`config.mk`:
```
export PLATFORM = sky130hd
export DESIGN_NAME = ubx_frame_receiver
export DESIGN_NICKNAME = d
export VERILOG_FILES = /design/src/hw/rtl/ubxfr_pkg.sv /design/src/hw/rtl/ubxfr_parser.sv /design/src/hw/rtl/ubx_frame_receiver.sv
export SDC_FILE = /design/constraint.sdc
export NUM_CORES = 1
export LEC_CHECK = 0
export ABC_AREA = 1
export CELL_PAD_IN_SITES_DETAIL_PLACEMENT = 1
export CELL_PAD_IN_SITES_GLOBAL_PLACEMENT = 1
export CORE_UTILIZATION = 43
export CTS_CLUSTER_SIZE = 30
export DETAILED_ROUTE_END_ITERATION = 16
export DONT_BUFFER_PORTS = 1
export GPL_TIMING_DRIVEN = 0
export PLACE_DENSITY = 0.8
export SYNTH_ARGS = -nofsm -noshare
export SYNTH_HDL_FRONTEND = slang
export SYNTH_SLANG_ARGS = --single-unit
```
`constraint.sdc`:
```
create_clock -name clock -period 9.8 [get_ports clock]
set_input_delay 1.47 -clock clock [delete_from_list [all_inputs] [get_ports clock]]
set_output_delay 1.47 -clock clock [all_outputs]
set_load 0.01 [all_outputs]
```
`src/hw/rtl/ubxfr_pkg.sv`:
```
`timescale 1ns / 1ps
package ubxfr_pkg;

   localparam int MAX_PAYLOAD = 128;
   localparam int POS_W = $clog2(MAX_PAYLOAD + 1);

   localparam logic [7:0] SYNC_FIRST    = 8'hB5;
   localparam logic [7:0] SYNC_SECOND   = 8'h62;
   localparam logic [7:0] CLASS_ACK     = 8'h05;
   localparam logic [7:0] ID_ACK        = 8'h01;
   localparam logic [7:0] ID_NACK       = 8'h00;
   localparam logic [7:0] CLASS_NAV     = 8'h01;
   localparam logic [7:0] ID_NAV_PVT    = 8'h07;
   localparam logic [7:0] ID_NAV_POSLLH = 8'h02;

   localparam logic [1:0] HDR_CLASS  = 2'd0;
   localparam logic [1:0] HDR_ID     = 2'd1;
   localparam logic [1:0] HDR_LEN_LO = 2'd2;

   typedef enum logic [2:0] {
      PH_HUNT1,
      PH_HUNT2,
      PH_HEADER,
      PH_PAYLOAD,
      PH_CKA,
      PH_CKB
   } phase_type;

   typedef struct packed {
      logic [7:0]  msg_class;
      logic [7:0]  msg_id;
      logic [7:0]  payload_len;
      logic        checksum_ok;
      logic        is_ack;
      logic        is_nack;
      logic [15:0] good_count;
      logic [15:0] bad_count;
   } result_type;

endpackage

```
`src/hw/rtl/ubxfr_parser.sv`:
```
`timescale 1ns / 1ps
module ubxfr_parser (
   input  logic                 clock,
   input  logic                 reset,
   input  logic                 byte_valid,
   input  logic [7:0]           byte_data,
   output logic                 res_valid,
   output ubxfr_pkg::result_type res
);
   import ubxfr_pkg::*;

   phase_type         phase_ff, phase_in;
   logic [POS_W-1:0]  pos_ff, pos_in;
   logic [7:0]        class_ff, class_in;
   logic [7:0]        id_ff, id_in;
   logic [15:0]       length_ff, length_in;
   logic [7:0]        sum_a_ff, sum_a_in;
   logic [7:0]        sum_b_ff, sum_b_in;
   logic [7:0]        recv_a_ff, recv_a_in;
   logic [15:0]       good_ff, good_in;
   logic [15:0]       bad_ff, bad_in;

   logic [7:0]        add_a;
   logic [7:0]        add_b;
   logic [POS_W-1:0]  pos_inc;
   logic [15:0]       full_len;
   logic              ok;

   assign add_a    = sum_a_ff + byte_data;
   assign add_b    = sum_b_ff + add_a;
   assign pos_inc  = pos_ff + POS_W'(1);
   assign full_len = {byte_data, length_ff[7:0]};
   assign ok       = (recv_a_ff == sum_a_ff) && (byte_data == sum_b_ff);

   always_ff @(posedge clock) begin
      if (reset) begin
         phase_ff  <= PH_HUNT1;
         pos_ff    <= '0;
         class_ff  <= '0;
         id_ff     <= '0;
         length_ff <= '0;
         sum_a_ff  <= '0;
         sum_b_ff  <= '0;
         recv_a_ff <= '0;
         good_ff   <= '0;
         bad_ff    <= '0;
      end else begin
         phase_ff  <= phase_in;
         pos_ff    <= pos_in;
         class_ff  <= class_in;
         id_ff     <= id_in;
         length_ff <= length_in;
         sum_a_ff  <= sum_a_in;
         sum_b_ff  <= sum_b_in;
         recv_a_ff <= recv_a_in;
         good_ff   <= good_in;
         bad_ff    <= bad_in;
      end
   end

   always_comb begin
      phase_in  = phase_ff;
      pos_in    = pos_ff;
      class_in  = class_ff;
      id_in     = id_ff;
      length_in = length_ff;
      sum_a_in  = sum_a_ff;
      sum_b_in  = sum_b_ff;
      recv_a_in = recv_a_ff;
      good_in   = good_ff;
      bad_in    = bad_ff;
      res_valid = 1'b0;

      if (byte_valid) begin
         case (phase_ff)
            PH_HUNT1: begin
               if (byte_data == SYNC_FIRST) begin
                  phase_in = PH_HUNT2;
               end
            end
            PH_HUNT2: begin
               if (byte_data == SYNC_SECOND) begin
                  phase_in = PH_HEADER;
                  pos_in   = '0;
                  sum_a_in = '0;
                  sum_b_in = '0;
               end else begin
                  phase_in = PH_HUNT1;
               end
            end
            PH_HEADER: begin
               sum_a_in = add_a;
               sum_b_in = add_b;
               pos_in   = pos_inc;
               if (pos_ff == POS_W'(HDR_CLASS)) begin
                  class_in = byte_data;
               end else if (pos_ff == POS_W'(HDR_ID)) begin
                  id_in = byte_data;
               end else if (pos_ff == POS_W'(HDR_LEN_LO)) begin
                  length_in = {8'h00, byte_data};
               end else begin
                  length_in = full_len;
                  pos_in    = '0;
                  if (full_len > 16'(MAX_PAYLOAD)) begin
                     phase_in = PH_HUNT1;
                  end else if (full_len == 16'h0000) begin
                     phase_in = PH_CKA;
                  end else begin
                     phase_in = PH_PAYLOAD;
                  end
               end
            end
            PH_PAYLOAD: begin
               sum_a_in = add_a;
               sum_b_in = add_b;
               pos_in   = pos_inc;
               if (16'(pos_inc) >= length_ff) begin
                  pos_in   = '0;
                  phase_in = PH_CKA;
               end
            end
            PH_CKA: begin
               recv_a_in = byte_data;
               phase_in  = PH_CKB;
            end
            PH_CKB: begin
               res_valid = 1'b1;
               if (!ok) begin
                  bad_in = bad_ff + 16'd1;
               end else if (class_ff == CLASS_NAV &&
                            (id_ff == ID_NAV_PVT || id_ff == ID_NAV_POSLLH)) begin
                  good_in = good_ff + 16'd1;
               end
               phase_in = PH_HUNT1;
               pos_in   = '0;
            end
            default: begin
               phase_in = PH_HUNT1;
               pos_in   = '0;
            end
         endcase
      end

      res.msg_class   = class_ff;
      res.msg_id      = id_ff;
      res.payload_len = length_ff[7:0];
      res.checksum_ok = ok;
      res.is_ack      = ok && class_ff == CLASS_ACK && id_ff == ID_ACK;
      res.is_nack     = ok && class_ff == CLASS_ACK && id_ff == ID_NACK;
      res.good_count  = good_in;
      res.bad_count   = bad_in;
   end

endmodule

```
`src/hw/rtl/ubx_frame_receiver.sv`:
```
`timescale 1ns / 1ps
// sync-framed binary message receiver with 8-bit fletcher checksum
// req channel: one received serial byte per item on req_rx_byte
// rsp channel: one item per completed frame carrying class, id, payload
//    length, checksum verdict, ack/nack flags and the good/bad frame counts
// oversized frames and sync mismatches produce no item
// throughput: one byte per cycle unless rsp_stall holds a waiting result;
//    the running sum and byte position counter use the registered byte
// output path: the second checksum byte passes through the input register,
//    then the result register, before its result appears on rsp_valid
// reset: synchronous, clears the hunt state, sums and both counters, and
//    empties the input and result registers
// when rsp_stall is high with a result waiting, the byte held in the input
//    register waits and req_stall rises; an empty input register still
//    takes in one more byte meanwhile
module ubx_frame_receiver (
   input  logic        clock,
   input  logic        reset,
   input  logic        req_valid,
   output logic        req_stall,
   input  logic [7:0]  req_rx_byte,
   output logic        rsp_valid,
   input  logic        rsp_stall,
   output logic [7:0]  rsp_msg_class,
   output logic [7:0]  rsp_msg_id,
   output logic [7:0]  rsp_payload_len,
   output logic        rsp_checksum_ok,
   output logic        rsp_is_ack,
   output logic        rsp_is_nack,
   output logic [15:0] rsp_good_count,
   output logic [15:0] rsp_bad_count
);
   import ubxfr_pkg::*;

   logic       in_valid_ff, in_valid_in;
   logic [7:0] in_byte_ff, in_byte_in;
   logic       out_valid_ff, out_valid_in;
   result_type out_ff, out_in;

   logic       advance;
   logic       res_valid;
   result_type res;

   assign advance   = !out_valid_ff || !rsp_stall;
   assign req_stall = in_valid_ff && !advance;

   ubxfr_parser u_parser (
      .clock      (clock),
      .reset      (reset),
      .byte_valid (in_valid_ff && advance),
      .byte_data  (in_byte_ff),
      .res_valid  (res_valid),
      .res        (res)
   );

   always_comb begin
      in_valid_in  = in_valid_ff;
      in_byte_in   = in_byte_ff;
      out_valid_in = out_valid_ff;
      out_in       = out_ff;
      if (!req_stall) begin
         in_valid_in = req_valid;
         in_byte_in  = req_rx_byte;
      end
      if (advance) begin
         out_valid_in = in_valid_ff && res_valid;
         out_in       = res;
      end
   end

   always_ff @(posedge clock) begin
      if (reset) begin
         in_valid_ff  <= 1'b0;
         out_valid_ff <= 1'b0;
      end else begin
         in_valid_ff  <= in_valid_in;
         out_valid_ff <= out_valid_in;
      end
   end

   always_ff @(posedge clock) begin
      in_byte_ff <= in_byte_in;
      out_ff     <= out_in;
   end

   assign rsp_valid       = out_valid_ff;
   assign rsp_msg_class   = out_ff.msg_class;
   assign rsp_msg_id      = out_ff.msg_id;
   assign rsp_payload_len = out_ff.payload_len;
   assign rsp_checksum_ok = out_ff.checksum_ok;
   assign rsp_is_ack      = out_ff.is_ack;
   assign rsp_is_nack     = out_ff.is_nack;
   assign rsp_good_count  = out_ff.good_count;
   assign rsp_bad_count   = out_ff.bad_count;

endmodule
```
=== Word level (Yosys, flattened, before mapping) ===
Cells that the tools add are included.

* Eq/ne operators: 22
* $lt $le $gt $ge: 2
* Bitwise operators: 3
* Multiplexer cells: 27
* Reduce and logical (&&, ||, !) cells: 28
* Add/subtract/negate cells: 5

{| class="wikitable"
|+ Operator list
! cell !! count
|-
| $mux 16 || 8
|-
| $mux 8 || 5
|-
| $add 16x1->16 const B || 2
|-
| $pmux 8 s2 || 2
|-
| $pmux 8 s4 || 1
|-
| $eq 8x1->1 const B || 3
|-
| $mux 3 || 7
|-
| $add 8x8->8 || 2
|-
| $eq 8x2->1 const B || 2
|-
| $eq 8x3->1 const B || 2
|-
| $eq 8x8->1 || 2
|-
| $ge 8x16->1 || 1
|-
| $gt 16x8->1 const B || 1
|-
| $logic_not 16->1 || 1
|-
| $logic_not 8->1 || 2
|-
| $pmux 3 s5 || 1
|-
| $reduce_and 3->1 || 3
|-
| $add 8x1->8 const B || 1
|-
| $eq 8x7->1 const B || 1
|-
| $eq 8x8->1 const B || 1
|-
| $logic_and 1x1->1 || 8
|-
| $reduce_and 4->1 || 2
|-
| $eq 3x2->1 const B || 2
|-
| $eq 3x3->1 const B || 2
|-
| 14 further kinds || 25
|}

* Output and inout port bits: 61
* Logic and storage cells: 109
* Register bits after elaboration: 168
* Input bits: 12

=== Longest topological paths before layout ===
Gate-level depths: netlist of run 1.

* Depth after elaboration: 7
* Mapped depth: 17
* Mapped depth without buffers: 17

=== Cells and area by module ===
From an unflattened synthesis of run 1, not the netlist that was laid out.

* Cells, all modules: 987
* Area, all modules: 8095.3 um^2

{| class="wikitable"
|+ Modules (own cells, without submodules)
! module !! sequential area each (um^2) !! area each (um^2) !! cells each !! times used
|-
| ubxfr_parser || 1981.9 || 5997.0 || 910 || 1
|-
| ubx_frame_receiver || 2052.0 || 2098.3 || 77 || 1
|}

=== Worst setup path after synthesis of run 1 ===
No wires, ideal clock.

* Kind: input port to output port
* Start point: input port rsp_stall
* End point: output port req_stall
* Path buffers: 0
* Path slack: 5200 ps
* Arrival time: 3130 ps
* Stages on the path: 2
* Data required time: 8330 ps
* Cells stage by stage: nand2_1 nor2_1

* Cells in the longest elaborated chain, start to end: 4

{| class="wikitable"
|+ Ends and longest elaborated chain
! what !! RTL line !! RTL
|-
| from (decl) || ubx_frame_receiver.sv:23 || <nowiki>input logic rsp_stall,</nowiki>
|-
| $logic_not 1->1 || ubx_frame_receiver.sv:44 || <nowiki>assign advance = !out_valid_ff || !rsp_stall;</nowiki>
|-
| $logic_or 1x1->1 || ubx_frame_receiver.sv:44 ||
|-
| $logic_not 1->1 || ubx_frame_receiver.sv:45 || <nowiki>assign req_stall = in_valid_ff && !advance;</nowiki>
|-
| $logic_and 1x1->1 || ubx_frame_receiver.sv:45 ||
|-
| to (decl) || ubx_frame_receiver.sv:20 || <nowiki>output logic req_stall,</nowiki>
|}

No other way between the ends.

=== Final worst setup path of run 1 ===
Same ends and word-level chain as after synthesis.

==> impl_metrics.py, run 1 <==
metrics = {
    "global_route": {
        "antenna_found_initial": 0,
        "grt.total_usage_pct": 22.4,
        "grt_pass1_wl_um": 32100,
        "first_global_vias": 6311,
        "grt_max_degree": 41,
        "grt-ovfl-total": 0,
    },
    "yosys": {
        "syn_area_per_cell_um2": 8.60,
        "synth_edf_count": 67,
        "async_flop_share_pct": 0,
        "synth_fp_nets": 955,
        "ys_ff_latch": 168,
        "yosysTopAreaCellShare_pct": 25.8,
        "ys_warn_count": 0,
        "synthTopCellsByCount": "nand2_1 (204), dfxtp_1 (101), inv_1 (100), a21oi_1 (94), nor2_1 (76)",
        "synthMostInstantiatedCell": "nand2_1",
        "synth_area_um2": 7850,
        "synth_cell_types": 45,
        "synth_largest_area_cell": "dfxtp_1",
        "ys_seq_area_share_pct": 51.4,
        "syn_inst": 913,
        "ys.flop_type": "dfxtp_1",
        "synth_area_leaders": "dfxtp_1 (26%), edfxtp_1 (26%), nand2_1 (9.8%)",
    },
    "pwr": {
        "p_per_area_nw_per_um2": 161,
        "ir_drop_v": 0.000117,
        "total_leakage_power_nw": 3.77,
    },
    "timing": {
        "skew_ps": 8.23,
        "rsz0062_at_grt": "no",
        "tightest_slew_ps": 661,
        "fin_crit_ps": 3830,
        "setup_viol": 0,
        "fin_hold_ws_ps": 465,
        "finalHoldViolations": 0,
        "setup_tns_ps": 0,
        "maxSlewHeadroom_pct": 55.6,
        "period_share_pct": 39.1,
        "slew_viol_final": 0,
        "fmax_mhz": 261,
    },
    "placed_design": {
        "gp_congestion": 0.814,
        "placed_cells": 1143,
        "port_buffers": 0,
        "post-dp-hpwl_um": 14500,
    },
    "setup_path": {
        "start_kind": "input pin",
        "rrSetupSlack_ps": 6740,
        "r2r_cells": 15,
        "crit_arrival_ps": 2360,
        "r2r-start": "in_byte_ff[0]$_DFFE_PN_",
        "worst_ep_required_time_ps": 8330,
        "cp-end-kind": "output pin",
        "path_cells": "nand2_2 > nor2_1",
        "crit_family": "simple AND/OR/NAND/NOR gates",
        "crit_fanout": 23,
        "crit_slowest_cell": "nor2_1",
        "worstSetupPathType": "input pin to output pin",
        "max_stage_delay_ps": 550,
        "worst_r2r_endpoint": "u_parser.sum_b_ff[7]$_SDFFE_PP0P_",
        "worst-path-buf-inv": 0,
        "startpoint": "rsp_stall",
    },
    "finish": {
        "final_cells": 1175,
        "diodes": 0,
        "drive_gt1_share_pct": 8.77,
        "syn2layout_area_growth_pct": 11.0,
        "nFillCells": 2128,
        "final_nets": 975,
    },
    "cts": {
        "path_clk_slew_ps": 70,
        "cts-root-buf": "clkbuf_16",
        "postCtsHoldBufs": 0,
        "cts_htree_levels": 4,
        "cts_made_buffers": 17,
        "post_cts_buffers": 0,
        "cts_resized": 0,
        "clock_path_buffers": 2,
        "cts.sinks": 168,
        "clock_latency_ps": 430,
        "cts_tree": "built",
    },
    "die": {
        "dieArea_um2": 18800,
        "coreArea_um2": 17900,
        "floorplan.rows": 49,
        "ios": 73,
        "initial_core_util_pct": 43.8,
        "die_h_um": 137,
        "fp.dieW_um": 137,
    },
    "route": {
        "viasPerCell": 5.24,
        "first_iter_violations": 269,
        "first_pass_iters": 6,
        "drt-total-wl_um": 19800,
        "ant_nets": 0,
        "route.detailed.drc": 0,
        "num_vias": 6154,
        "wire_per_inst_um": 16.8,
    },
    "min_path": {
        "min_to": "rsp_payload_len[6]$_DFFE_PN_",
        "hold_path.class": "register to register",
        "whs_path_depth": 0,
        "hp-start": "u_parser.length_ff[6]$_SDFFE_PP0P_",
    },
    "run_status": {
        "outcome": "complete, no violations",
    },
    "job": {
        "cap_viol_max_count": 0,
    },
}
==> how the worst max path moves through the flow <==
stage | cells past startpoint | slack [ps] | to
after floorplan | 2 | 5200 | req_stall
after global placement | 8 | 4320 | rsp_good_count[11]$_DFFE_PN_
after detailed placement | 2 | 5940 | req_stall
after CTS | 2 | 5930 | req_stall
after global routing | 2 | 5900 | req_stall
final | 2 | 5970 | req_stall
==> per-layer routing <==
| layer | track usage (%) | share of wire, % |
|---|---|---|
| met5 | 0 | 0 |
| met4 | 8.18 | 1.7 |
| met3 | 4.04 | 2.4 |
| met2 | 39.6 | 51 |
| met1 | 27.0 | 45 |
==> registers in the layout, indices dropped and copies added, names as in the netlist, 16 cells and up <==
register / cells
rsp_bad_count: 16
rsp_good_count: 16
u_parser.bad_ff: 16
u_parser.good_ff: 16
u_parser.length_ff: 16
==> final cells by class <==
type                       instances  area, µm²  share of cell area, %
buffer                            18       85.1                  0.977
clock buffer                      19        443                   5.08
clock inverter                    13        111                   1.28
inverter                         115        432                   4.96
multi-input combinational        612       3300                   37.9
sequential                       168       4030                   46.3
tap                              229        287                   3.29
timing repair buffer               1       20.0                  0.230
==> cell families (layout without fill, tap and decap cells) <==
kind of cell,Yosys count,in the layout,share of synthesized area [%]
buffers and inverters,133,166,6.58
DFF,168,168,51.4
xor gates and xnor gates,30,30,3.64
adders and majority gates,30,30,4.97
and+or+nand+nor,397,397,23.1
AOI/OAI and AO/OA,155,155,10.3
==> power by group <==
part	total (mW)	leakage, nW	switching [mW]	internal [mW]
sequential	0.729	1.63	0.00507	0.723
combinational	0.0307	1.88	0.0229	0.00782
clock	0.641	0.265	0.303	0.338
==> cells in the final DEF (no fill, tap or decap), types with 3 or more instances in the layout <==
| master | instances |
|---|---|
| o21ai_0 | 42 |
| clkinvlp_4 | 3 |
| xor2_1 | 18 |
| nor4_1 | 5 |
| a21o_1 | 3 |
| nor2_1 | 76 |
| nand4_1 | 13 |
| ha_1 | 28 |
| and2_1 | 3 |
| nand3b_1 | 6 |
| edfxtp_1 | 67 |
| nor2_2 | 6 |
| clkbuf_16 | 17 |
| nor2_4 | 5 |
| inv_2 | 15 |
| or2_1 | 4 |
| buf_4 | 4 |
| o21bai_1 | 3 |
| clkbuf_1 | 13 |
| dfxtp_1 | 101 |
| xnor2_1 | 9 |
| nand2_1 | 203 |
| inv_6 | 4 |
| nor3_1 | 22 |
| a21oi_1 | 94 |
| o21ai_1 | 6 |
| clkinv_4 | 3 |
| inv_1 | 100 |
| nand2_2 | 4 |
| nand3_1 | 37 |
==> worst register-to-register path, stage by stage (launching register included) <==
cell and delay [ps]:
edfxtp_1 520, ha_1 290, fa_1 410, nand3_1 90, nand2_1 80, a21oi_1 160, nor2_1 70, nor2_1 120
xnor2_1 180, ha_1 310, a21oi_1 140, o21ai_0 90, a21oi_1 210, nand3b_1 140, nand3_1 70, a21oi_1 110
==> through the flow <==
step | instance area (µm²) | power [mW] | setup WS, ps | utilization [%]
after floorplan | 7850 | 0.762 | 5200 | -
after global placement | 8130 | 0.774 | 4320 | 45.4
after detailed placement | 8160 | 0.775 | 5940 | 45.6
after CTS | 8710 | 1.41 | 5930 | 48.7
after global routing | 8710 | 1.44 | 5900 | 48.7
final | 8710 | 1.40 | 5970 | 48.7
Note: power is estimated with default switching activity, not from simulation.
==> run 2, diff against run 1 <==
Settings changed: ABC_AREA 1 to 0, PLACE_DENSITY 0.8 to 0.77.
Clock period 9.8 ns to 3.97 ns, I/O delays scaled along.
==> run 2 against run 1 <==
Net effect: sequential power up 150%; clock power grew to 2.7 times the previous value; area after synthesis is 2.3% lower; register-to-register slack worse by 6200 ps; clock skew increased by 7.0 ps; sequential share of layout area is 0.66 points higher; via count fell by 10%; critical path type is now register to register; synthesized cell count decreased by 21%.
==> impl_metrics.py, run 2 <==
metrics = {
    "yosys": {
        "syn_area_per_cell_um2": 10.6,
        "synth_area_leaders": "dfxtp_1 (26%), edfxtp_1 (26%), ha_1 (4.6%)",
        "synth_area_um2": 7670,
        "synthMuxAreaShare_pct": 5.32,
        "synthTopCellsByCount": "dfxtp_1 (101), edfxtp_1 (67), nor2_1 (58), nand2_1 (54), nand3_1 (42)",
        "async_flop_share_pct": 0,
        "synthSimpleGateAreaFrac_pct": 18.3,
        "synth_top_family_by_area": "simple AND/OR/NAND/NOR gates",
        "synth_largest_area_cell": "dfxtp_1",
        "synthMostInstantiatedCell": "dfxtp_1",
        "synth_xor_area_share_pct": 7.08,
        "syn_inst": 725,
        "synth_fp_nets": 767,
        "synth-adder-area-share_pct": 5.09,
        "ys_seq_area_share_pct": 52.6,
        "ys.flop_type": "dfxtp_1",
        "ys_warn_count": 0,
        "synth_edf_count": 67,
        "ys_ff_latch": 168,
        "synth_cell_types": 59,
        "synth-compound-area-share_pct": 8.47,
        "yosysTopAreaCellShare_pct": 26.4,
    },
    "setup_path": {
        "start_kind": "register",
        "max_stage_delay_ps": 430,
        "worstSetupPathType": "register to register",
        "cp-end-kind": "register",
        "crit_fanout": 3,
        "crit_arrival_ps": 3720,
        "crit_slowest_cell": "fa_1",
        "critPathMostFrequentCell": "ha_1",
        "worst_ep_required_time_ps": 4310,
        "path_cells": "ha_1 > fa_1 > a21o_1 > a21oi_1 > xnor2_1 > ha_1 > inv_1 > o221ai_1 > o41a_1 > and3_1 > o311a_1",
    },
    "finish": {
        "finalInstanceArea_um2": 8590,
        "drive_gt1_share_pct": 9.23,
        "layout_commonest_cell": "dfxtp_1",
        "nFillCells": 1863,
        "syn2layout_area_growth_pct": 12.0,
        "final_cell_mix": "dfxtp_1 (101), edfxtp_1 (67), nor2_1 (58)",
        "final_nets": 787,
        "post-route-util_pct": 49.5,
        "seq_area_um2": 4030,
        "multiInputGateArea_um2": 3400,
        "diodes": 0,
    },
    "global_route": {
        "grt.total_usage_pct": 22.9,
        "first_global_vias": 5978,
        "grt_pass1_wl_um": 31600,
        "grt_max_degree": 45,
        "grt-ovfl-total": 0,
        "antenna_found_initial": 0,
    },
    "die": {
        "ios": 73,
        "initial_core_util_pct": 44.2,
        "fp.dieW_um": 136,
        "dieArea_um2": 18400,
        "coreArea_um2": 17400,
        "floorplan.rows": 48,
        "die_h_um": 136,
    },
    "timing": {
        "fin_crit_ps": 3380,
        "tightest_slew_ps": 886,
        "slew_viol_final": 0,
        "setup_viol": 0,
        "finalHoldViolations": 0,
        "fmax_mhz": 296,
        "rsz0062_at_grt": "no",
        "maxSlewHeadroom_pct": 40.3,
        "period_share_pct": 85.1,
        "setup_tns_ps": 0,
        "skew_ps": 15.2,
        "fin_hold_ws_ps": 242,
    },
    "placed_design": {
        "port_buffers": 0,
        "gp_congestion": 0.842,
        "dpl_cell_area_um2": 7970,
        "post-dp-hpwl_um": 14300,
    },
    "route": {
        "num_vias": 5528,
        "drt-total-wl_um": 19800,
        "first_iter_violations": 260,
        "wire_per_inst_um": 20.1,
        "first_pass_iters": 4,
        "viasPerCell": 5.62,
        "route.detailed.drc": 0,
        "ant_nets": 0,
    },
    "job": {
        "cap_viol_max_count": 0,
    },
    "run_status": {
        "outcome": "complete, no violations",
    },
    "pwr": {
        "p_per_area_nw_per_um2": 420,
        "total_leakage_power_nw": 3.54,
        "power_mw": 3.61,
        "ir_drop_v": 0.000455,
    },
    "cts": {
        "postCtsHoldBufs": 0,
        "cts_tree": "built",
        "post_cts_buffers": 0,
        "cts_htree_levels": 4,
        "clock_path_buffers": 2,
        "path_clk_slew_ps": 70,
        "cts.sinks": 168,
        "cts_resized": 0,
        "clock_latency_ps": 450,
        "cts-root-buf": "clkbuf_16",
        "cts_made_buffers": 17,
    },
    "min_path": {
        "hold_path.class": "input pin to register",
    },
}
## run 2: area by class of cell
cell class,instances,area share (%)
plain buffers,33,1.76
clock buffers,18,5.24
clock inverters,14,1.94
inverters,23,1.01
multi-input cells,501,39.6
flip-flops and latches,168,47.0
well taps,225,3.28
repair buffers,1,0.233
## run 2: layer usage
metal / part of all wire (%) / track usage (%)
met5: 0 / 0
met4: 2.3 / 9.61
met3: 3.5 / 5.05
met2: 52 / 41.3
met1: 42 / 25.9
## run 2: metrics by stage
stage               worst slack [ps]  instances
floorplan                       1010        725
global placement                 717        950
detailed placement               630        951
CTS                              596        983
global route                     462        983
finish                           590        983
## run 2: cell families (layout without fill, tap and decap cells)
kind of cell             Yosys count  in the layout
AO/OA/AOI/OAI                    101            101
XOR/XNOR                          62             62
adder cells (fa/ha/maj)           30             30
buffers and inverters             56             89
flip-flops                       168            168
multiplexers                      39             39
AND/OR/NAND/NOR                  269            269
## run 2: worst paths after layout
check	start	cells past startpoint	slack (ps)	to
setup reg to reg	in_byte_ff[0]$_DFFE_PN_	11	590	u_parser.sum_b_ff[7]$_SDFFE_PP0P_
setup / recovery	in_byte_ff[0]$_DFFE_PN_	11	590	u_parser.sum_b_ff[7]$_SDFFE_PP0P_
hold reg to reg	u_parser.length_ff[8]$_SDFFE_PP0P_	2	470	u_parser.length_ff[8]$_SDFFE_PP0P_
hold / removal	req_rx_byte[2]	0	240	in_byte_ff[2]$_DFFE_PN_
## run 2: power breakdown
| part | total (mW) | leakage [nW] | switching, mW | internal, mW |
|---|---|---|---|---|
| combinational | 0.0841 | 1.61 | 0.0600 | 0.0241 |
| clock | 1.73 | 0.299 | 0.792 | 0.941 |
| sequential | 1.79 | 1.63 | 0.00404 | 1.78 |
| total | 3.61 | 3.54 | 0.856 | 2.75 |
## run 2: worst max-delay path: cells and delay by family (launching register included)
family                   cells  cell delay (ps)
flip-flops                   1              420
XOR/XNOR                     1              190
adder cells (fa/ha/maj)      3              990
AO/OA/AOI/OAI                5             1350
AND/OR/NAND/NOR              1              210
buffers and inverters        1              120
==> run 3, diff against run 2 <==
Settings changed: CELL_PAD_IN_SITES_DETAIL_PLACEMENT 1 to not set, CELL_PAD_IN_SITES_GLOBAL_PLACEMENT 1 to not set, PLACE_DENSITY 0.77 to 0.66.
==> run 3 against run 2 <==
Net effect: setup slack improved by 43 ps; cell count stayed put; via count fell by 1.2%; global-route usage shrank 3.4 points; worst hold slack better by 21 ps; utilization down 0.24 points; critical path depth is the same; clock-buffer cell count up 3; largest cell class unchanged.
==> impl_metrics.py, run 3 (synthesis gave the netlist of run 2 again) <==
metrics = {
    "global_route": {
        "antenna_found_initial": 0,
        "grt_max_degree": 41,
        "first_global_vias": 5407,
        "grt.total_usage_pct": 19.5,
        "grt-ovfl-total": 0,
        "grt_pass1_wl_um": 27600,
    },
    "die": {
        "dieArea_um2": 18400,
        "ios": 73,
        "die_h_um": 136,
        "initial_core_util_pct": 44.2,
        "coreArea_um2": 17400,
        "floorplan.rows": 48,
        "fp.dieW_um": 136,
    },
    "setup_path": {
        "crit_fanout": 3,
        "worst_ep_required_time_ps": 4280,
        "cp-end-kind": "register",
        "start_kind": "register",
        "worstSetupPathType": "register to register",
        "crit_arrival_ps": 3650,
    },
    "run_status": {
        "outcome": "complete, no violations",
    },
    "timing": {
        "period_share_pct": 84.1,
        "tightest_slew_ps": 782,
        "setup_viol": 0,
        "rsz0062_at_grt": "no",
        "setup_tns_ps": 0,
        "slew_viol_final": 0,
        "skew_ps": 9.92,
        "maxSlewHeadroom_pct": 47.7,
        "fin_crit_ps": 3340,
        "fmax_mhz": 300,
        "fin_hold_ws_ps": 264,
        "finalHoldViolations": 0,
    },
    "finish": {
        "final_cell_mix": "dfxtp_1 (101), edfxtp_1 (67), nor2_1 (58)",
        "diodes": 0,
        "drive_gt1_share_pct": 8.97,
        "final_nets": 787,
        "post-route-util_pct": 49.2,
        "seq_area_um2": 4030,
        "layout_commonest_cell": "dfxtp_1",
        "syn2layout_area_growth_pct": 11.5,
        "finalInstanceArea_um2": 8550,
        "multiInputGateArea_um2": 3400,
        "final_cells": 983,
        "nFillCells": 1516,
    },
    "route": {
        "viasPerCell": 5.56,
        "first_iter_violations": 368,
        "first_pass_iters": 5,
        "wire_per_inst_um": 17.1,
        "num_vias": 5462,
        "ant_nets": 0,
        "drt-total-wl_um": 16800,
        "route.detailed.drc": 0,
    },
    "cts": {
        "cts.sinks": 168,
        "clock_latency_ps": 420,
        "cts_tree": "built",
        "post_cts_buffers": 0,
        "postCtsHoldBufs": 0,
        "cts_resized": 0,
        "cts-root-buf": "clkbuf_16",
        "clock_path_buffers": 2,
        "cts_made_buffers": 17,
        "cts_htree_levels": 4,
        "path_clk_slew_ps": 70,
    },
    "pwr": {
        "ir_drop_v": 0.000294,
        "p_per_area_nw_per_um2": 406,
        "total_leakage_power_nw": 3.51,
    },
    "placed_design": {
        "port_buffers": 0,
        "placed_cells": 951,
        "dpl_cell_area_um2": 7970,
        "gp_congestion": 0.863,
        "post-dp-hpwl_um": 12300,
    },
    "job": {
        "cap_viol_max_count": 0,
    },
    "min_path": {
        "hold_path.class": "input pin to register",
    },
}
## run 3: changes by cell type in the layout (fill, tap and decap cells not counted), sizes merged
cell	before	now
clkbuf	39	42
clkinvlp	2	4
inv	33	28
## run 3: worst max-delay path, stage by stage (launching register included)
cell	delay, ps
edfxtp_1	420
ha_1	250
fa_1	430
a21o_1	180
a21oi_1	220
xnor2_1	180
ha_1	300
inv_1	110
o221ai_1	200
o41a_1	390
and3_1	210
o311a_1	330
## run 3: metal layers
layer | vias to the layer above | wire length, µm | GRT usage (%)
met4 | 0 | 429 | 9.05
met1 | 2617 | 7310 | 24.4
met5 | - | 0 | 0
li1 | 2633 | - | -
met3 | 36 | 794 | 3.33
met2 | 176 | 8310 | 32.8
## run 3: path summary, 6_finish.rpt
kind	from	end	slack (ps)	cells past startpoint
setup / recovery	in_byte_ff[0]$_DFFE_PN_	u_parser.sum_b_ff[7]$_SDFFE_PP0P_	630	11
hold / removal	req_rx_byte[1]	in_byte_ff[1]$_DFFE_PN_	260	0
setup reg to reg	in_byte_ff[0]$_DFFE_PN_	u_parser.sum_b_ff[7]$_SDFFE_PP0P_	630	11
hold reg to reg	u_parser.length_ff[11]$_SDFFE_PP0P_	u_parser.length_ff[11]$_SDFFE_PP0P_	460	2
## run 3: final cells by class
cell class                      count  share of cell area, %
Sequential cell                   168                   47.2
Buffer                             33                   1.77
Timing Repair Buffer                1                  0.234
Clock buffer                       21                   5.39
Inverter                           23                   1.01
Multi-Input combinational cell    501                   39.8
Clock inverter                     11                   1.35
Tap cell                          225                   3.29
## run 3: stage by stage
stage,power (mW),setup slack [ps]
6_report,3.47,633
3_3_place_gp,1.90,714
5_1_grt,3.58,475
2_1_floorplan,1.88,1010
3_5_place_dp,1.91,680
4_1_cts,3.50,657
## run 3: where the power goes
part           leakage, nW  internal (mW)  switching, mW
sequential            1.63           1.79        0.00395
combinational         1.61         0.0238         0.0557
clock                0.269          0.910          0.695
total                 3.51           2.72          0.755
